$ cat src/hdl/xtt_pkg.sv
package xtt_pkg;

    localparam int unsigned CpWidth  = 21;
    localparam int unsigned ActWidth = 2;

    typedef logic [CpWidth-1:0]  t_cp;
    typedef logic [ActWidth-1:0] t_act;

    localparam t_act ACT_START = 2'd1;
    localparam t_act ACT_END   = 2'd2;

    localparam t_cp CP_NUL    = 21'h00000;
    localparam t_cp CP_TAB    = 21'h00009;
    localparam t_cp CP_LF     = 21'h0000A;
    localparam t_cp CP_CR     = 21'h0000D;
    localparam t_cp CP_SPACE  = 21'h00020;
    localparam t_cp CP_DQUOTE = 21'h00022;
    localparam t_cp CP_AMP    = 21'h00026;
    localparam t_cp CP_APOS   = 21'h00027;
    localparam t_cp CP_SLASH  = 21'h0002F;
    localparam t_cp CP_LT     = 21'h0003C;
    localparam t_cp CP_EQ     = 21'h0003D;
    localparam t_cp CP_GT     = 21'h0003E;

    typedef enum logic [3:0] {
        PH_IDLE       = 4'd0,
        PH_START_NAME = 4'd1,
        PH_TAG_WS     = 4'd2,
        PH_ATTR_NAME  = 4'd3,
        PH_BEFORE_EQ  = 4'd4,
        PH_AFTER_EQ   = 4'd5,
        PH_VALUE      = 4'd6,
        PH_SLASH      = 4'd7,
        PH_END_NAME   = 4'd8,
        PH_END_WS     = 4'd9,
        PH_AFTER_VAL  = 4'd10
    } t_phase;

    typedef enum logic [3:0] {
        EV_NONE       = 4'd0,
        EV_START_NAME = 4'd1,
        EV_END_NAME   = 4'd2,
        EV_ATTR_NAME  = 4'd3,
        EV_VALUE_CHAR = 4'd4,
        EV_VALUE_END  = 4'd5,
        EV_GT         = 4'd6,
        EV_EMPTY_GT   = 4'd7,
        EV_END_DONE   = 4'd8,
        EV_ERROR      = 4'd9
    } t_event;

    typedef enum logic [2:0] {
        ER_NONE  = 3'd0,
        ER_NAME  = 3'd1,
        ER_EQ    = 3'd2,
        ER_QUOTE = 3'd3,
        ER_CHAR  = 3'd4,
        ER_EOF   = 3'd5,
        ER_GT    = 3'd6
    } t_err;

    function automatic logic in_range(input t_cp c, input t_cp lo, input t_cp hi);
        return (c >= lo) && (c <= hi);
    endfunction

    function automatic logic is_name_start(input t_cp c);
        return (c == 21'h0003A) || (c == 21'h0005F) ||
               in_range(c, 21'h00041, 21'h0005A) || in_range(c, 21'h00061, 21'h0007A) ||
               in_range(c, 21'h000C0, 21'h000D6) || in_range(c, 21'h000D8, 21'h000F6) ||
               in_range(c, 21'h000F8, 21'h002FF) || in_range(c, 21'h00370, 21'h0037D) ||
               in_range(c, 21'h0037F, 21'h01FFF) || in_range(c, 21'h0200C, 21'h0200D) ||
               in_range(c, 21'h02070, 21'h0218F) || in_range(c, 21'h02C00, 21'h02FEF) ||
               in_range(c, 21'h03001, 21'h0D7FF) || in_range(c, 21'h0F900, 21'h0FDCF) ||
               in_range(c, 21'h0FDF0, 21'h0FFFD) || in_range(c, 21'h10000, 21'hEFFFF);
    endfunction

    function automatic logic is_name_char(input t_cp c);
        return is_name_start(c) || (c == 21'h0002D) || (c == 21'h0002E) ||
               (c == 21'h000B7) || in_range(c, 21'h00030, 21'h00039) ||
               in_range(c, 21'h00300, 21'h0036F) || in_range(c, 21'h0203F, 21'h02040);
    endfunction

    function automatic logic is_ws(input t_cp c);
        return (c == CP_TAB) || (c == CP_LF) || (c == CP_CR) || (c == CP_SPACE);
    endfunction

endpackage

$ cat src/hdl/xtt_if.sv
interface xtt_in_if;
    logic                 valid;
    logic                 ready;
    xtt_pkg::t_cp         code_point;
    xtt_pkg::t_act        action;

    modport source (output valid, output code_point, output action, input ready);
    modport sink   (input valid, input code_point, input action, output ready);
endinterface

interface xtt_out_if;
    logic                 valid;
    logic                 ready;
    logic [3:0]           event_res;
    logic [2:0]           error_code;
    xtt_pkg::t_cp         out_code_point;

    modport source (output valid, output event_res, output error_code,
                    output out_code_point, input ready);
    modport sink   (input valid, input event_res, input error_code,
                    input out_code_point, output ready);
endinterface

$ cat src/hdl/xml_tag_tokenizer_unit.sv
// input register, then result register; tag state updates as an item leaves the first
// throughput: one code point per cycle unless backpressure stalls the result register
// the result register holds under backpressure while the input register still takes one item
// reset (synchronous, active low): phase idle, quote flag clear, both registers empty
module xml_tag_tokenizer_unit (
    input  logic          i_clk,
    input  logic          i_rst_n,
    xtt_in_if.sink        i_in,
    xtt_out_if.source     o_out
);

    logic               r_in_vld;
    xtt_pkg::t_cp       r_in_cp;
    xtt_pkg::t_act      r_in_act;

    xtt_pkg::t_phase    r_phase;
    xtt_pkg::t_phase    n_phase;
    logic               r_quote_apos;
    logic               n_quote_apos;

    logic               r_out_vld;
    xtt_pkg::t_event    r_out_ev;
    xtt_pkg::t_err      r_out_err;
    xtt_pkg::t_cp       r_out_cp;

    xtt_pkg::t_event    w_ev;
    xtt_pkg::t_err      w_err;
    xtt_pkg::t_cp       w_echo;

    logic               w_adv;
    logic               w_begin;
    logic               w_ns;
    logic               w_nc;
    logic               w_ws;
    logic               w_close;

    assign w_adv   = r_in_vld && (!r_out_vld || o_out.ready);
    assign w_begin = (r_in_act == xtt_pkg::ACT_START) || (r_in_act == xtt_pkg::ACT_END);
    assign w_ns    = xtt_pkg::is_name_start(r_in_cp);
    assign w_nc    = xtt_pkg::is_name_char(r_in_cp);
    assign w_ws    = xtt_pkg::is_ws(r_in_cp);
    assign w_close = (r_in_cp == (r_quote_apos ? xtt_pkg::CP_APOS : xtt_pkg::CP_DQUOTE));

    assign i_in.ready           = !r_in_vld || w_adv;
    assign o_out.valid          = r_out_vld;
    assign o_out.event_res      = r_out_ev;
    assign o_out.error_code     = r_out_err;
    assign o_out.out_code_point = r_out_cp;

    // event and error classification
    always_comb begin
        w_ev   = xtt_pkg::EV_NONE;
        w_err  = xtt_pkg::ER_NONE;
        w_echo = xtt_pkg::CP_NUL;
        if (w_begin) begin
            if (r_in_cp == xtt_pkg::CP_NUL) begin
                w_err = xtt_pkg::ER_EOF;
            end else if (!w_ns) begin
                w_err = xtt_pkg::ER_NAME;
            end else begin
                w_ev   = (r_in_act == xtt_pkg::ACT_START) ? xtt_pkg::EV_START_NAME
                                                          : xtt_pkg::EV_END_NAME;
                w_echo = r_in_cp;
            end
        end else if (r_phase == xtt_pkg::PH_IDLE) begin
            w_ev = xtt_pkg::EV_NONE;
        end else if (r_in_cp == xtt_pkg::CP_NUL) begin
            w_err = xtt_pkg::ER_EOF;
        end else begin
            case (r_phase)
                xtt_pkg::PH_START_NAME, xtt_pkg::PH_TAG_WS, xtt_pkg::PH_AFTER_VAL: begin
                    if (r_phase == xtt_pkg::PH_START_NAME && w_nc) begin
                        w_ev   = xtt_pkg::EV_START_NAME;
                        w_echo = r_in_cp;
                    end else if (w_ws) begin
                        w_ev = xtt_pkg::EV_NONE;
                    end else if (r_phase == xtt_pkg::PH_TAG_WS && w_ns) begin
                        w_ev   = xtt_pkg::EV_ATTR_NAME;
                        w_echo = r_in_cp;
                    end else if (r_in_cp == xtt_pkg::CP_SLASH) begin
                        w_ev = xtt_pkg::EV_NONE;
                    end else if (r_in_cp == xtt_pkg::CP_GT) begin
                        w_ev = xtt_pkg::EV_GT;
                    end else begin
                        w_err = xtt_pkg::ER_GT;
                    end
                end
                xtt_pkg::PH_ATTR_NAME, xtt_pkg::PH_BEFORE_EQ: begin
                    if (r_phase == xtt_pkg::PH_ATTR_NAME && w_nc) begin
                        w_ev   = xtt_pkg::EV_ATTR_NAME;
                        w_echo = r_in_cp;
                    end else if (!w_ws && r_in_cp != xtt_pkg::CP_EQ) begin
                        w_err = xtt_pkg::ER_EQ;
                    end
                end
                xtt_pkg::PH_AFTER_EQ: begin
                    if (!w_ws && r_in_cp != xtt_pkg::CP_DQUOTE
                            && r_in_cp != xtt_pkg::CP_APOS) begin
                        w_err = xtt_pkg::ER_QUOTE;
                    end
                end
                xtt_pkg::PH_VALUE: begin
                    if (w_close) begin
                        w_ev = xtt_pkg::EV_VALUE_END;
                    end else if (r_in_cp == xtt_pkg::CP_AMP || r_in_cp == xtt_pkg::CP_LT) begin
                        w_err = xtt_pkg::ER_CHAR;
                    end else begin
                        w_ev   = xtt_pkg::EV_VALUE_CHAR;
                        w_echo = r_in_cp;
                    end
                end
                xtt_pkg::PH_SLASH: begin
                    if (r_in_cp == xtt_pkg::CP_GT) begin
                        w_ev = xtt_pkg::EV_EMPTY_GT;
                    end else begin
                        w_err = xtt_pkg::ER_GT;
                    end
                end
                xtt_pkg::PH_END_NAME, xtt_pkg::PH_END_WS: begin
                    if (r_phase == xtt_pkg::PH_END_NAME && w_nc) begin
                        w_ev   = xtt_pkg::EV_END_NAME;
                        w_echo = r_in_cp;
                    end else if (w_ws) begin
                        w_ev = xtt_pkg::EV_NONE;
                    end else if (r_in_cp == xtt_pkg::CP_GT) begin
                        w_ev = xtt_pkg::EV_END_DONE;
                    end else begin
                        w_err = xtt_pkg::ER_GT;
                    end
                end
                default: begin
                    w_ev = xtt_pkg::EV_NONE;
                end
            endcase
        end
        if (w_err != xtt_pkg::ER_NONE) begin
            w_ev   = xtt_pkg::EV_ERROR;
            w_echo = xtt_pkg::CP_NUL;
        end
    end

    // next phase
    always_comb begin
        n_phase      = r_phase;
        n_quote_apos = r_quote_apos;
        if (w_begin) begin
            n_phase = (r_in_act == xtt_pkg::ACT_START) ? xtt_pkg::PH_START_NAME
                                                       : xtt_pkg::PH_END_NAME;
        end else begin
            case (r_phase)
                xtt_pkg::PH_START_NAME, xtt_pkg::PH_TAG_WS, xtt_pkg::PH_AFTER_VAL: begin
                    if (r_phase == xtt_pkg::PH_START_NAME && w_nc) begin
                        n_phase = r_phase;
                    end else if (w_ws) begin
                        n_phase = xtt_pkg::PH_TAG_WS;
                    end else if (r_phase == xtt_pkg::PH_TAG_WS && w_ns) begin
                        n_phase = xtt_pkg::PH_ATTR_NAME;
                    end else if (r_in_cp == xtt_pkg::CP_SLASH) begin
                        n_phase = xtt_pkg::PH_SLASH;
                    end else if (r_in_cp == xtt_pkg::CP_GT) begin
                        n_phase = xtt_pkg::PH_IDLE;
                    end
                end
                xtt_pkg::PH_ATTR_NAME, xtt_pkg::PH_BEFORE_EQ: begin
                    if (r_phase == xtt_pkg::PH_ATTR_NAME && w_nc) begin
                        n_phase = r_phase;
                    end else if (w_ws) begin
                        n_phase = xtt_pkg::PH_BEFORE_EQ;
                    end else if (r_in_cp == xtt_pkg::CP_EQ) begin
                        n_phase = xtt_pkg::PH_AFTER_EQ;
                    end
                end
                xtt_pkg::PH_AFTER_EQ: begin
                    if (r_in_cp == xtt_pkg::CP_DQUOTE || r_in_cp == xtt_pkg::CP_APOS) begin
                        n_phase      = xtt_pkg::PH_VALUE;
                        n_quote_apos = (r_in_cp == xtt_pkg::CP_APOS);
                    end
                end
                xtt_pkg::PH_VALUE: begin
                    if (w_close) begin
                        n_phase = xtt_pkg::PH_AFTER_VAL;
                    end
                end
                xtt_pkg::PH_SLASH: begin
                    if (r_in_cp == xtt_pkg::CP_GT) begin
                        n_phase = xtt_pkg::PH_IDLE;
                    end
                end
                xtt_pkg::PH_END_NAME, xtt_pkg::PH_END_WS: begin
                    if (r_phase == xtt_pkg::PH_END_NAME && w_nc) begin
                        n_phase = r_phase;
                    end else if (w_ws) begin
                        n_phase = xtt_pkg::PH_END_WS;
                    end else if (r_in_cp == xtt_pkg::CP_GT) begin
                        n_phase = xtt_pkg::PH_IDLE;
                    end
                end
                default: begin
                    n_phase = xtt_pkg::PH_IDLE;
                end
            endcase
        end
        if (w_err != xtt_pkg::ER_NONE) begin
            n_phase = xtt_pkg::PH_IDLE;
        end
    end

    // input register
    always_ff @(posedge i_clk) begin
        if (!i_rst_n) begin
            r_in_vld <= 1'b0;
        end else if (i_in.ready) begin
            r_in_vld <= i_in.valid;
        end
    end

    always_ff @(posedge i_clk) begin
        if (i_in.valid && i_in.ready) begin
            r_in_cp  <= i_in.code_point;
            r_in_act <= i_in.action;
        end
    end

    // tag state
    always_ff @(posedge i_clk) begin
        if (!i_rst_n) begin
            r_phase      <= xtt_pkg::PH_IDLE;
            r_quote_apos <= 1'b0;
        end else if (w_adv) begin
            r_phase      <= n_phase;
            r_quote_apos <= n_quote_apos;
        end
    end

    // result register
    always_ff @(posedge i_clk) begin
        if (!i_rst_n) begin
            r_out_vld <= 1'b0;
        end else if (w_adv) begin
            r_out_vld <= 1'b1;
        end else if (o_out.ready) begin
            r_out_vld <= 1'b0;
        end
    end

    always_ff @(posedge i_clk) begin
        if (w_adv) begin
            r_out_ev  <= w_ev;
            r_out_err <= w_err;
            r_out_cp  <= w_echo;
        end
    end

    a_err_code_matches_event: assert property (@(posedge i_clk) disable iff (!i_rst_n)
        r_out_vld |-> ((r_out_ev == xtt_pkg::EV_ERROR) == (r_out_err != xtt_pkg::ER_NONE)))
        else $error("error code disagrees with event");

    a_echo_only_for_chars: assert property (@(posedge i_clk) disable iff (!i_rst_n)
        (r_out_vld && r_out_ev != xtt_pkg::EV_START_NAME && r_out_ev != xtt_pkg::EV_END_NAME
            && r_out_ev != xtt_pkg::EV_ATTR_NAME && r_out_ev != xtt_pkg::EV_VALUE_CHAR)
        |-> (r_out_cp == xtt_pkg::CP_NUL))
        else $error("code point echoed for a non-character event");

    a_idle_after_error: assert property (@(posedge i_clk) disable iff (!i_rst_n)
        (w_adv && w_err != xtt_pkg::ER_NONE) |=> (r_phase == xtt_pkg::PH_IDLE))
        else $error("phase not idle after error");

    a_state_holds_without_transfer: assert property (@(posedge i_clk) disable iff (!i_rst_n)
        !w_adv |=> ($stable(r_phase) && $stable(r_quote_apos)))
        else $error("tag state moved without an item");

    a_pending_item_kept: assert property (@(posedge i_clk) disable iff (!i_rst_n)
        (r_in_vld && !w_adv) |=> (r_in_vld && $stable(r_in_cp) && $stable(r_in_act)))
        else $error("stalled input item lost");

endmodule

$ cat src/flat_wrapper.sv
// flat-port wrapper written by rule: the top's interface ports become plain ports
module xml_tag_tokenizer_unit_flat 
  (i_clk, i_rst_n, i_in_valid, i_in_code_point, i_in_action, i_in_ready, o_out_valid, o_out_event_res, o_out_error_code, o_out_out_code_point, o_out_ready);
  xtt_in_if i_in_i ();
  xtt_out_if o_out_i ();
  input  logic i_clk;
  input  logic i_rst_n;
  input wire logic [$bits(i_in_i.valid)-1:0] i_in_valid;
  input wire logic [$bits(i_in_i.code_point)-1:0] i_in_code_point;
  input wire logic [$bits(i_in_i.action)-1:0] i_in_action;
  output wire logic [$bits(i_in_i.ready)-1:0] i_in_ready;
  output wire logic [$bits(o_out_i.valid)-1:0] o_out_valid;
  output wire logic [$bits(o_out_i.event_res)-1:0] o_out_event_res;
  output wire logic [$bits(o_out_i.error_code)-1:0] o_out_error_code;
  output wire logic [$bits(o_out_i.out_code_point)-1:0] o_out_out_code_point;
  input wire logic [$bits(o_out_i.ready)-1:0] o_out_ready;
  assign i_in_i.valid = i_in_valid;
  assign i_in_i.code_point = i_in_code_point;
  assign i_in_i.action = i_in_action;
  assign i_in_ready = i_in_i.ready;
  assign o_out_valid = o_out_i.valid;
  assign o_out_event_res = o_out_i.event_res;
  assign o_out_error_code = o_out_i.error_code;
  assign o_out_out_code_point = o_out_i.out_code_point;
  assign o_out_i.ready = o_out_ready;
  xml_tag_tokenizer_unit u_core (.i_clk(i_clk), .i_rst_n(i_rst_n), .i_in(i_in_i), .o_out(o_out_i));
endmodule
$ cat config.mk
export PLATFORM = sky130hd
export DESIGN_NAME = xml_tag_tokenizer_unit_flat
export DESIGN_NICKNAME = d
export VERILOG_FILES = /design/src/hdl/xtt_pkg.sv /design/src/hdl/xtt_if.sv /design/src/hdl/xml_tag_tokenizer_unit.sv /design/src/flat_wrapper.sv
export SDC_FILE = /design/constraint.sdc
export NUM_CORES = 1
export LEC_CHECK = 0
export ABC_AREA = 1
export ABC_CLOCK_PERIOD_IN_PS = 7660
export BUFFER_PORTS_ARGS = -buffer_cell sky130_fd_sc_hd__buf_2
export CAP_MARGIN = 30
export CORE_MARGIN = 10
export CORE_UTILIZATION = 35
export CTS_BUF_LIST = sky130_fd_sc_hd__clkbuf_4 sky130_fd_sc_hd__clkbuf_8
export CTS_CLUSTER_SIZE = 8
export DETAILED_ROUTE_END_ITERATION = 12
export PLACE_DENSITY_LB_ADDON = 0.25
export SETUP_SLACK_MARGIN = 0.3
export SYNTH_ARGS = -nofsm -noshare
export SYNTH_HDL_FRONTEND = slang
export SYNTH_SLANG_ARGS = --single-unit
$ cat constraint.sdc
create_clock -name i_clk -period 7.66 [get_ports i_clk]
set_input_delay 1.149 -clock i_clk [delete_from_list [all_inputs] [get_ports i_clk]]
set_output_delay 1.149 -clock i_clk [all_outputs]
set_load 0.005 [all_outputs]
======== After elaboration in Yosys (flattened, before gate mapping) ========
Index checks and enable logic that the tools add are counted.
cells by class
  order comparisons ....................... 34
  equality and inequality tests ........... 38
  muxes and demuxes ....................... 69
  bitwise operators ....................... 1
  reduce and logical (&&, ||, !) cells .... 67
operator list
  kind                                                                                 number
  21-bit two-way mux                                                                   12
  21-bit by 6-bit == test with 1-bit output (second input constant)                    11
  4-bit two-way mux                                                                    28
  21-bit by 14-bit >= comparator with 1-bit output (second input constant)             5
  21-bit by 14-bit less-or-equal comparator with 1-bit output (second input constant)  4
  21-bit case mux with 4 select lines                                                  1
  21-bit by 4-bit == test with 1-bit output (second input constant)                    3
  21-bit by 10-bit >= comparator with 1-bit output (second input constant)             3
  21-bit by 8-bit >= comparator with 1-bit output (second input constant)              3
  21-bit by 10-bit less-or-equal comparator with 1-bit output (second input constant)  3
  21-bit by 16-bit less-or-equal comparator with 1-bit output (second input constant)  3
  21-bit by 6-bit != test with 1-bit output (second input constant)                    3
  3-bit two-way mux                                                                    18
  21-bit by 16-bit >= comparator with 1-bit output (second input constant)             2
  21-bit by 7-bit >= comparator with 1-bit output (second input constant)              2
  21-bit by 7-bit less-or-equal comparator with 1-bit output (second input constant)   2
  21-bit by 8-bit less-or-equal comparator with 1-bit output (second input constant)   2
  1-bit logical OR                                                                     29
  1-bit logical AND                                                                    26
  4-bit case mux with 6 select lines                                                   1
  21-bit == test                                                                       1
  21-bit by 7-bit == test with 1-bit output (second input constant)                    1
  21-bit by 8-bit == test with 1-bit output (second input constant)                    1
  21-bit by 17-bit >= comparator with 1-bit output (second input constant)             1
  27 further kinds                                                                     44
storage, ports and cells
  register bits ........................... 58
  bits of input ports ..................... 27
  output and inout bits ................... 30
  logic and storage cells ................. 218

======== Logic depth before layout (Yosys ltp) ========
  word-level depth ........................ 31
  depth in mapped cells ................... 25
  depth with buffers taken out ............ 24

======== Worst setup path before layout ========
OpenSTA, ideal clock, no wires.
  kind .................................... flip-flop to flip-flop
  start point ............................. reg u_core.r_in_cp[18]
  end point ............................... reg u_core.r_out_cp[7], in the netlist u_core.o_out.out_code_point[7], data pin
  setup time .............................. 257 ps
  arrival time ............................ 2322 ps
  required time ........................... 7403 ps
  setup slack ............................. 5080 ps
  stages on the path, launching flop included .. 21
  buffers on the path ..................... 2
  period minus slack after synthesis ...... 2580 ps
  path through ............................ edfxtp_1 nor2_2 nand2_4 nor2_4 buf_6 nand2_1 inv_1 nand2_1 nand2_1 nand2_1 nor2_1 nand3_2 nor2_4 nand2_4 nand2_2 nand2_1 a21oi_1 o311ai_1 a41oi_2 buf_4 nor2_1
on the way
  word-level cells in the longest chain between the ends .. 29
  elaborated cells on any way between the ends .. 134
  those cells by class .................... order compare: 34; eq/ne: 17; mux: 31; reduce/logical: 52
RTL lines
  item                                                                           RTL line                                                                                   RTL
  start, declared                                                                xml_tag_tokenizer_unit.sv:13                                                               xtt_pkg::t_cp r_in_cp;
  start signal, assigned                                                         xml_tag_tokenizer_unit.sv:219                                                              r_in_cp <= i_in.code_point;
  21-bit by 7-bit >= comparator with 1-bit output, or another cell as far along  xtt_pkg.sv:63                                                                              return (c >= lo) && (c <= hi);
  1-bit logical AND / 1-bit logical OR (equally long branches)                   xtt_pkg.sv:63, xtt_pkg.sv:67
  1-bit logical OR                                                               xtt_pkg.sv:67                                                                              return (c == 21'h0003A) || (c == 21'h0005F) ||
  1-bit logical OR (2 in a row)                                                  xtt_pkg.sv:68                                                                              in_range(c, 21'h00041, 21'h0005A) || in_range(c, 21'h00061, 21'h0007A) ||
  1-bit logical OR (2 in a row)                                                  xtt_pkg.sv:69                                                                              in_range(c, 21'h000C0, 21'h000D6) || in_range(c, 21'h000D8, 21'h000F6) ||
  1-bit logical OR (2 in a row)                                                  xtt_pkg.sv:70                                                                              in_range(c, 21'h000F8, 21'h002FF) || in_range(c, 21'h00370, 21'h0037D) ||
  1-bit logical OR (2 in a row)                                                  xtt_pkg.sv:71                                                                              in_range(c, 21'h0037F, 21'h01FFF) || in_range(c, 21'h0200C, 21'h0200D) ||
  1-bit logical OR (2 in a row)                                                  xtt_pkg.sv:72                                                                              in_range(c, 21'h02070, 21'h0218F) || in_range(c, 21'h02C00, 21'h02FEF) ||
  [... 8 more ...]                                                               --
  1-bit logical OR                                                               xtt_pkg.sv:80                                                                              in_range(c, 21'h00300, 21'h0036F) || in_range(c, 21'h0203F, 21'h02040);
  1-bit logical AND, on equally long branches                                    xml_tag_tokenizer_unit.sv:120, xml_tag_tokenizer_unit.sv:72, xml_tag_tokenizer_unit.sv:89
  3-bit two-way mux, on equally long branches                                    xml_tag_tokenizer_unit.sv:120, xml_tag_tokenizer_unit.sv:72, xml_tag_tokenizer_unit.sv:89
  3-bit case mux with 6 select lines                                             xml_tag_tokenizer_unit.sv:70                                                               case (r_phase)
  3-bit two-way mux                                                              xml_tag_tokenizer_unit.sv:67                                                               end else if (r_in_cp == xtt_pkg::CP_NUL) begin
  3-bit two-way mux                                                              xml_tag_tokenizer_unit.sv:65                                                               end else if (r_phase == xtt_pkg::PH_IDLE) begin
  3-bit two-way mux                                                              xml_tag_tokenizer_unit.sv:55                                                               if (w_begin) begin
  3-bit nonzero test                                                             xml_tag_tokenizer_unit.sv:136                                                              if (w_err != xtt_pkg::ER_NONE) begin
  end signal, assigned                                                           xml_tag_tokenizer_unit.sv:250                                                              r_out_cp <= w_echo;
  end, declared                                                                  xml_tag_tokenizer_unit.sv:24                                                               xtt_pkg::t_cp r_out_cp;
Parallel ways exist; a longest one is shown, timed or not.
A chain may end at the register's enable or synchronous reset.

======== Worst setup path after layout ========
  start point ............................. reg u_core.r_in_cp[1]
  end point ............................... reg u_core.r_out_cp[0], in the netlist u_core.o_out.out_code_point[0], data pin
Same word-level chain as after synthesis.

==> flow_metrics.py <==
metrics = {
    "power_and_ir_drop": {
        "power.leakage_nw": 2.08,
        "powerDensity_mw_per_mm2": 171,
        "peakVddDrop_v": 0.000104,
    },
    "synth": {
        "synth-seq-cells": 58,
        "seq_area_frac_synth_pct": 40.5,
        "async_reset_ff_share_pct": 0,
        "synth_edf_count": 51,
        "synth_ff_type": "edfxtp_1",
        "synth_area_leaders": "edfxtp_1, nand2_1, nor2_1, inv_1, nand3_1",
        "yosysWarnings": 0,
        "synth.avg_cell_area_um2": 7.13,
        "synth-adder-area-share_pct": 0.303,
        "synth_top_area_share_pct": 37.1,
        "synth_cell_types": 43,
        "synth_xor_area_share_pct": 0,
        "muxShareOfSynthArea_pct": 0,
        "yosysTopAreaCell": "edfxtp_1",
        "synth_fp_nets": 607,
        "synthCells": 579,
        "synth_top_family_by_area": "simple AND/OR/NAND/NOR gates",
        "synth_compound_area_share_pct": 9.30,
        "syn_area_mm2": 0.00413,
        "synth-simple-area-share_pct": 41.0,
    },
    "clock_tree": {
        "cts_tree": "yes",
        "cts_resized": 0,
        "clk_latency_ns": 0.37,
        "cts_hold_buf": 0,
        "cts.reportedPaths.clkPinSlew_ns": 0.06,
        "cts.sinks": 58,
        "cts_setup_buffers": 0,
        "h-tree-depth": 3,
        "clockRootBuffer": "clkbuf_8",
        "clk_path_buf_depth": 2,
        "cts_buffers": 9,
    },
    "finish": {
        "final_nets": 667,
        "area_growth_pct": 14.9,
        "fill_cells": 1193,
        "mostFrequentLayoutCell": "nand2_1",
        "seqCellArea_mm2": 0.00167,
        "layout_common_cells": "nand2_1, nor2_1, inv_1",
        "n_antenna_cell": 0,
        "multi_input_comb_area_mm2": 0.00209,
        "instances_no_fill": 787,
        "drive_gt1_share_pct": 18.0,
    },
    "critical_path": {
        "startpoint_type": "register",
        "crit_chain": "inv_1 -> nand2_1 -> nor2_1 -> nand2_1 -> nand3_1 -> nand3_1 -> nand2_1 -> nand2_1 -> nor2_1 -> nand2_1 -> nor2_4 -> nand2_4 -> nand2_2 -> nand2_1 -> a21oi_1 -> o311ai_1 -> a41oi_2 -> nor2_1",
        "critPathMaxFanout": 20,
        "crit_slowest_cell": "a41oi_2",
        "crit_type": "reg -> reg",
        "critPathTopFamily": "simple AND/OR/NAND/NOR gates",
        "crit_buf_inv": 1,
        "arrival_ns": 3.73,
        "r2r_start": "u_core.r_in_cp[1]",
        "startpoint": "u_core.r_in_cp[1]",
        "crit_top_cell": "nand2_1",
        "worstPathRequired_ns": 7.74,
        "crit_path_max_incr_delay_ns": 0.65,
        "end_kind": "register",
    },
    "timing": {
        "maxSlewHeadroom_pct": 39.8,
        "fin_tns_setup_ns": 0,
        "rsz0062_at_grt": "false",
        "tightest_slew_ns": 0.903,
        "finalClockSkew_ns": 0.0114,
        "fin_crit_ns": 3.65,
        "final-setup-viol-count": 0,
        "slew_viol_final": 0,
        "hold_violations": 0,
        "clock.fmax_mhz": 274,
        "fin_crit_sh_pct": 47.6,
    },
    "drt": {
        "dr.pass1.iters": 6,
        "vias_per_cell": 5.30,
        "drc": 0,
        "dr_wl_met2_um": 5670,
        "wl_per_cell_um": 17.0,
        "wl_met3_um": 1160,
        "num_vias": 4169,
        "final_antenna_net_count": 0,
        "routed.top_layer": "met4",
        "drt-met1-wl_um": 6150,
        "drtIter0Drc": 590,
        "routed_wl_um": 13400,
    },
    "global_routing": {
        "grt_pass1_wl_um": 21600,
        "grt_pass1_vias": 4044,
        "grt_antenna_before_repair": 0,
        "grt_max_degree": 29,
        "grt.total_usage_pct": 16.4,
        "overflow": 0,
    },
    "die": {
        "core_mm2": 0.0115,
        "initial_core_util_pct": 36.0,
        "placementRows": 39,
        "die_w_um": 129,
        "pin_count": 57,
        "dieArea_mm2": 0.0165,
        "dieHeight_um": 129,
    },
    "status": {
        "status": "finished, final reports clean",
    },
    "hold_path": {
        "min_path_type": "reg -> reg",
        "min_from": "u_core.r_quote_apos",
    },
    "placed_design": {
        "place_hpwl_um": 10900,
        "dp_cells": 771,
        "place.gp.congestion": 1.01,
        "portBuffers": 56,
    },
    "run": {
        "drv_cap": 0,
    },
}
==> cells in the mapped netlist (all sizes together), types with 3 or more instances <==
| cell type | number |
|---|---|
| a31oi | 3 |
| nor2 | 126 |
| dfxtp | 7 |
| nand2 | 151 |
| o31ai | 4 |
| a21oi | 26 |
| inv | 78 |
| nand3 | 53 |
| nor3 | 19 |
| clkinv | 5 |
| edfxtp | 51 |
| o21ai | 14 |
| buf | 8 |
| nand4 | 15 |
==> report_power, final <==
part           internal, mW  leakage, nW  switching [mW]
registers             0.367        0.556          0.0164
logic                0.0460         1.44           0.100
clock network         0.149       0.0889           0.136
==> flip-flops by register name, indices dropped and copies added (netlist names) <==
name,cells
u_core.o_out.out_code_point,21
u_core.r_in_cp,21
u_core.o_out.event_res,4
u_core.r_phase,4
u_core.o_out.error_code,3
u_core.r_in_act,2
u_core.o_out.valid,1
u_core.r_in_vld,1
u_core.r_quote_apos,1
==> layout make-up <==
cell class / instances / area share [%]
multi-input combinational: 430 / 44.0
tap: 143 / 3.77
sequential: 58 / 35.2
inverter: 83 / 6.59
clock inverter: 7 / 1.48
timing repair buffer: 57 / 6.33
clock buffer: 9 / 2.61
==> tightest hold or removal path, cell delays in order, from the launching register on <==
cell and delay (ns):
dfxtp_1 0.33, nand2_1 0.07, a21oi_1 0.05
==> stage by stage <==
stage	setup slack, ns	cell area, µm²	total power, mW	utilization, %	hold WS (ns)
final	4.01	4750	0.814	41.4	0.494
after global routing	3.72	4750	0.854	41.4	0.520
after CTS	4.03	4750	0.818	41.4	0.490
after detailed placement	4.03	4550	0.535	39.7	0.482
after global placement	4.05	4530	0.535	39.5	0.470
after floorplan	5.08	4130	0.486	-	0.451
==> metal layers <==
layer	GRT usage, %	up-vias
met5	0	-
met4	7.07	0
met3	4.23	36
met2	24.2	189
met1	22.3	1900
li1	-	2044
==> path summary, 6_finish.rpt <==
| check | endpoint | slack, ns | cells past startpoint |
|---|---|---|---|
| setup / recovery | u_core.o_out.out_code_point[0] | 4.01 | 18 |
| hold / removal | u_core.r_quote_apos | 0.49 | 2 |
| setup reg to reg | u_core.o_out.out_code_point[0] | 4.01 | 18 |
| hold reg to reg | u_core.r_quote_apos | 0.49 | 2 |
==> logic make-up (layout without fill, tap and decap cells) <==
logic type | count (synthesis) | after routing
adder cells (fa/ha/maj) | 1 | 1
flip-flops | 58 | 58
AO/OA/AOI/OAI | 60 | 60
buffers and inverters | 91 | 156
AND/OR/NAND/NOR | 369 | 369
Note: power is estimated with default switching activity, not from simulation.
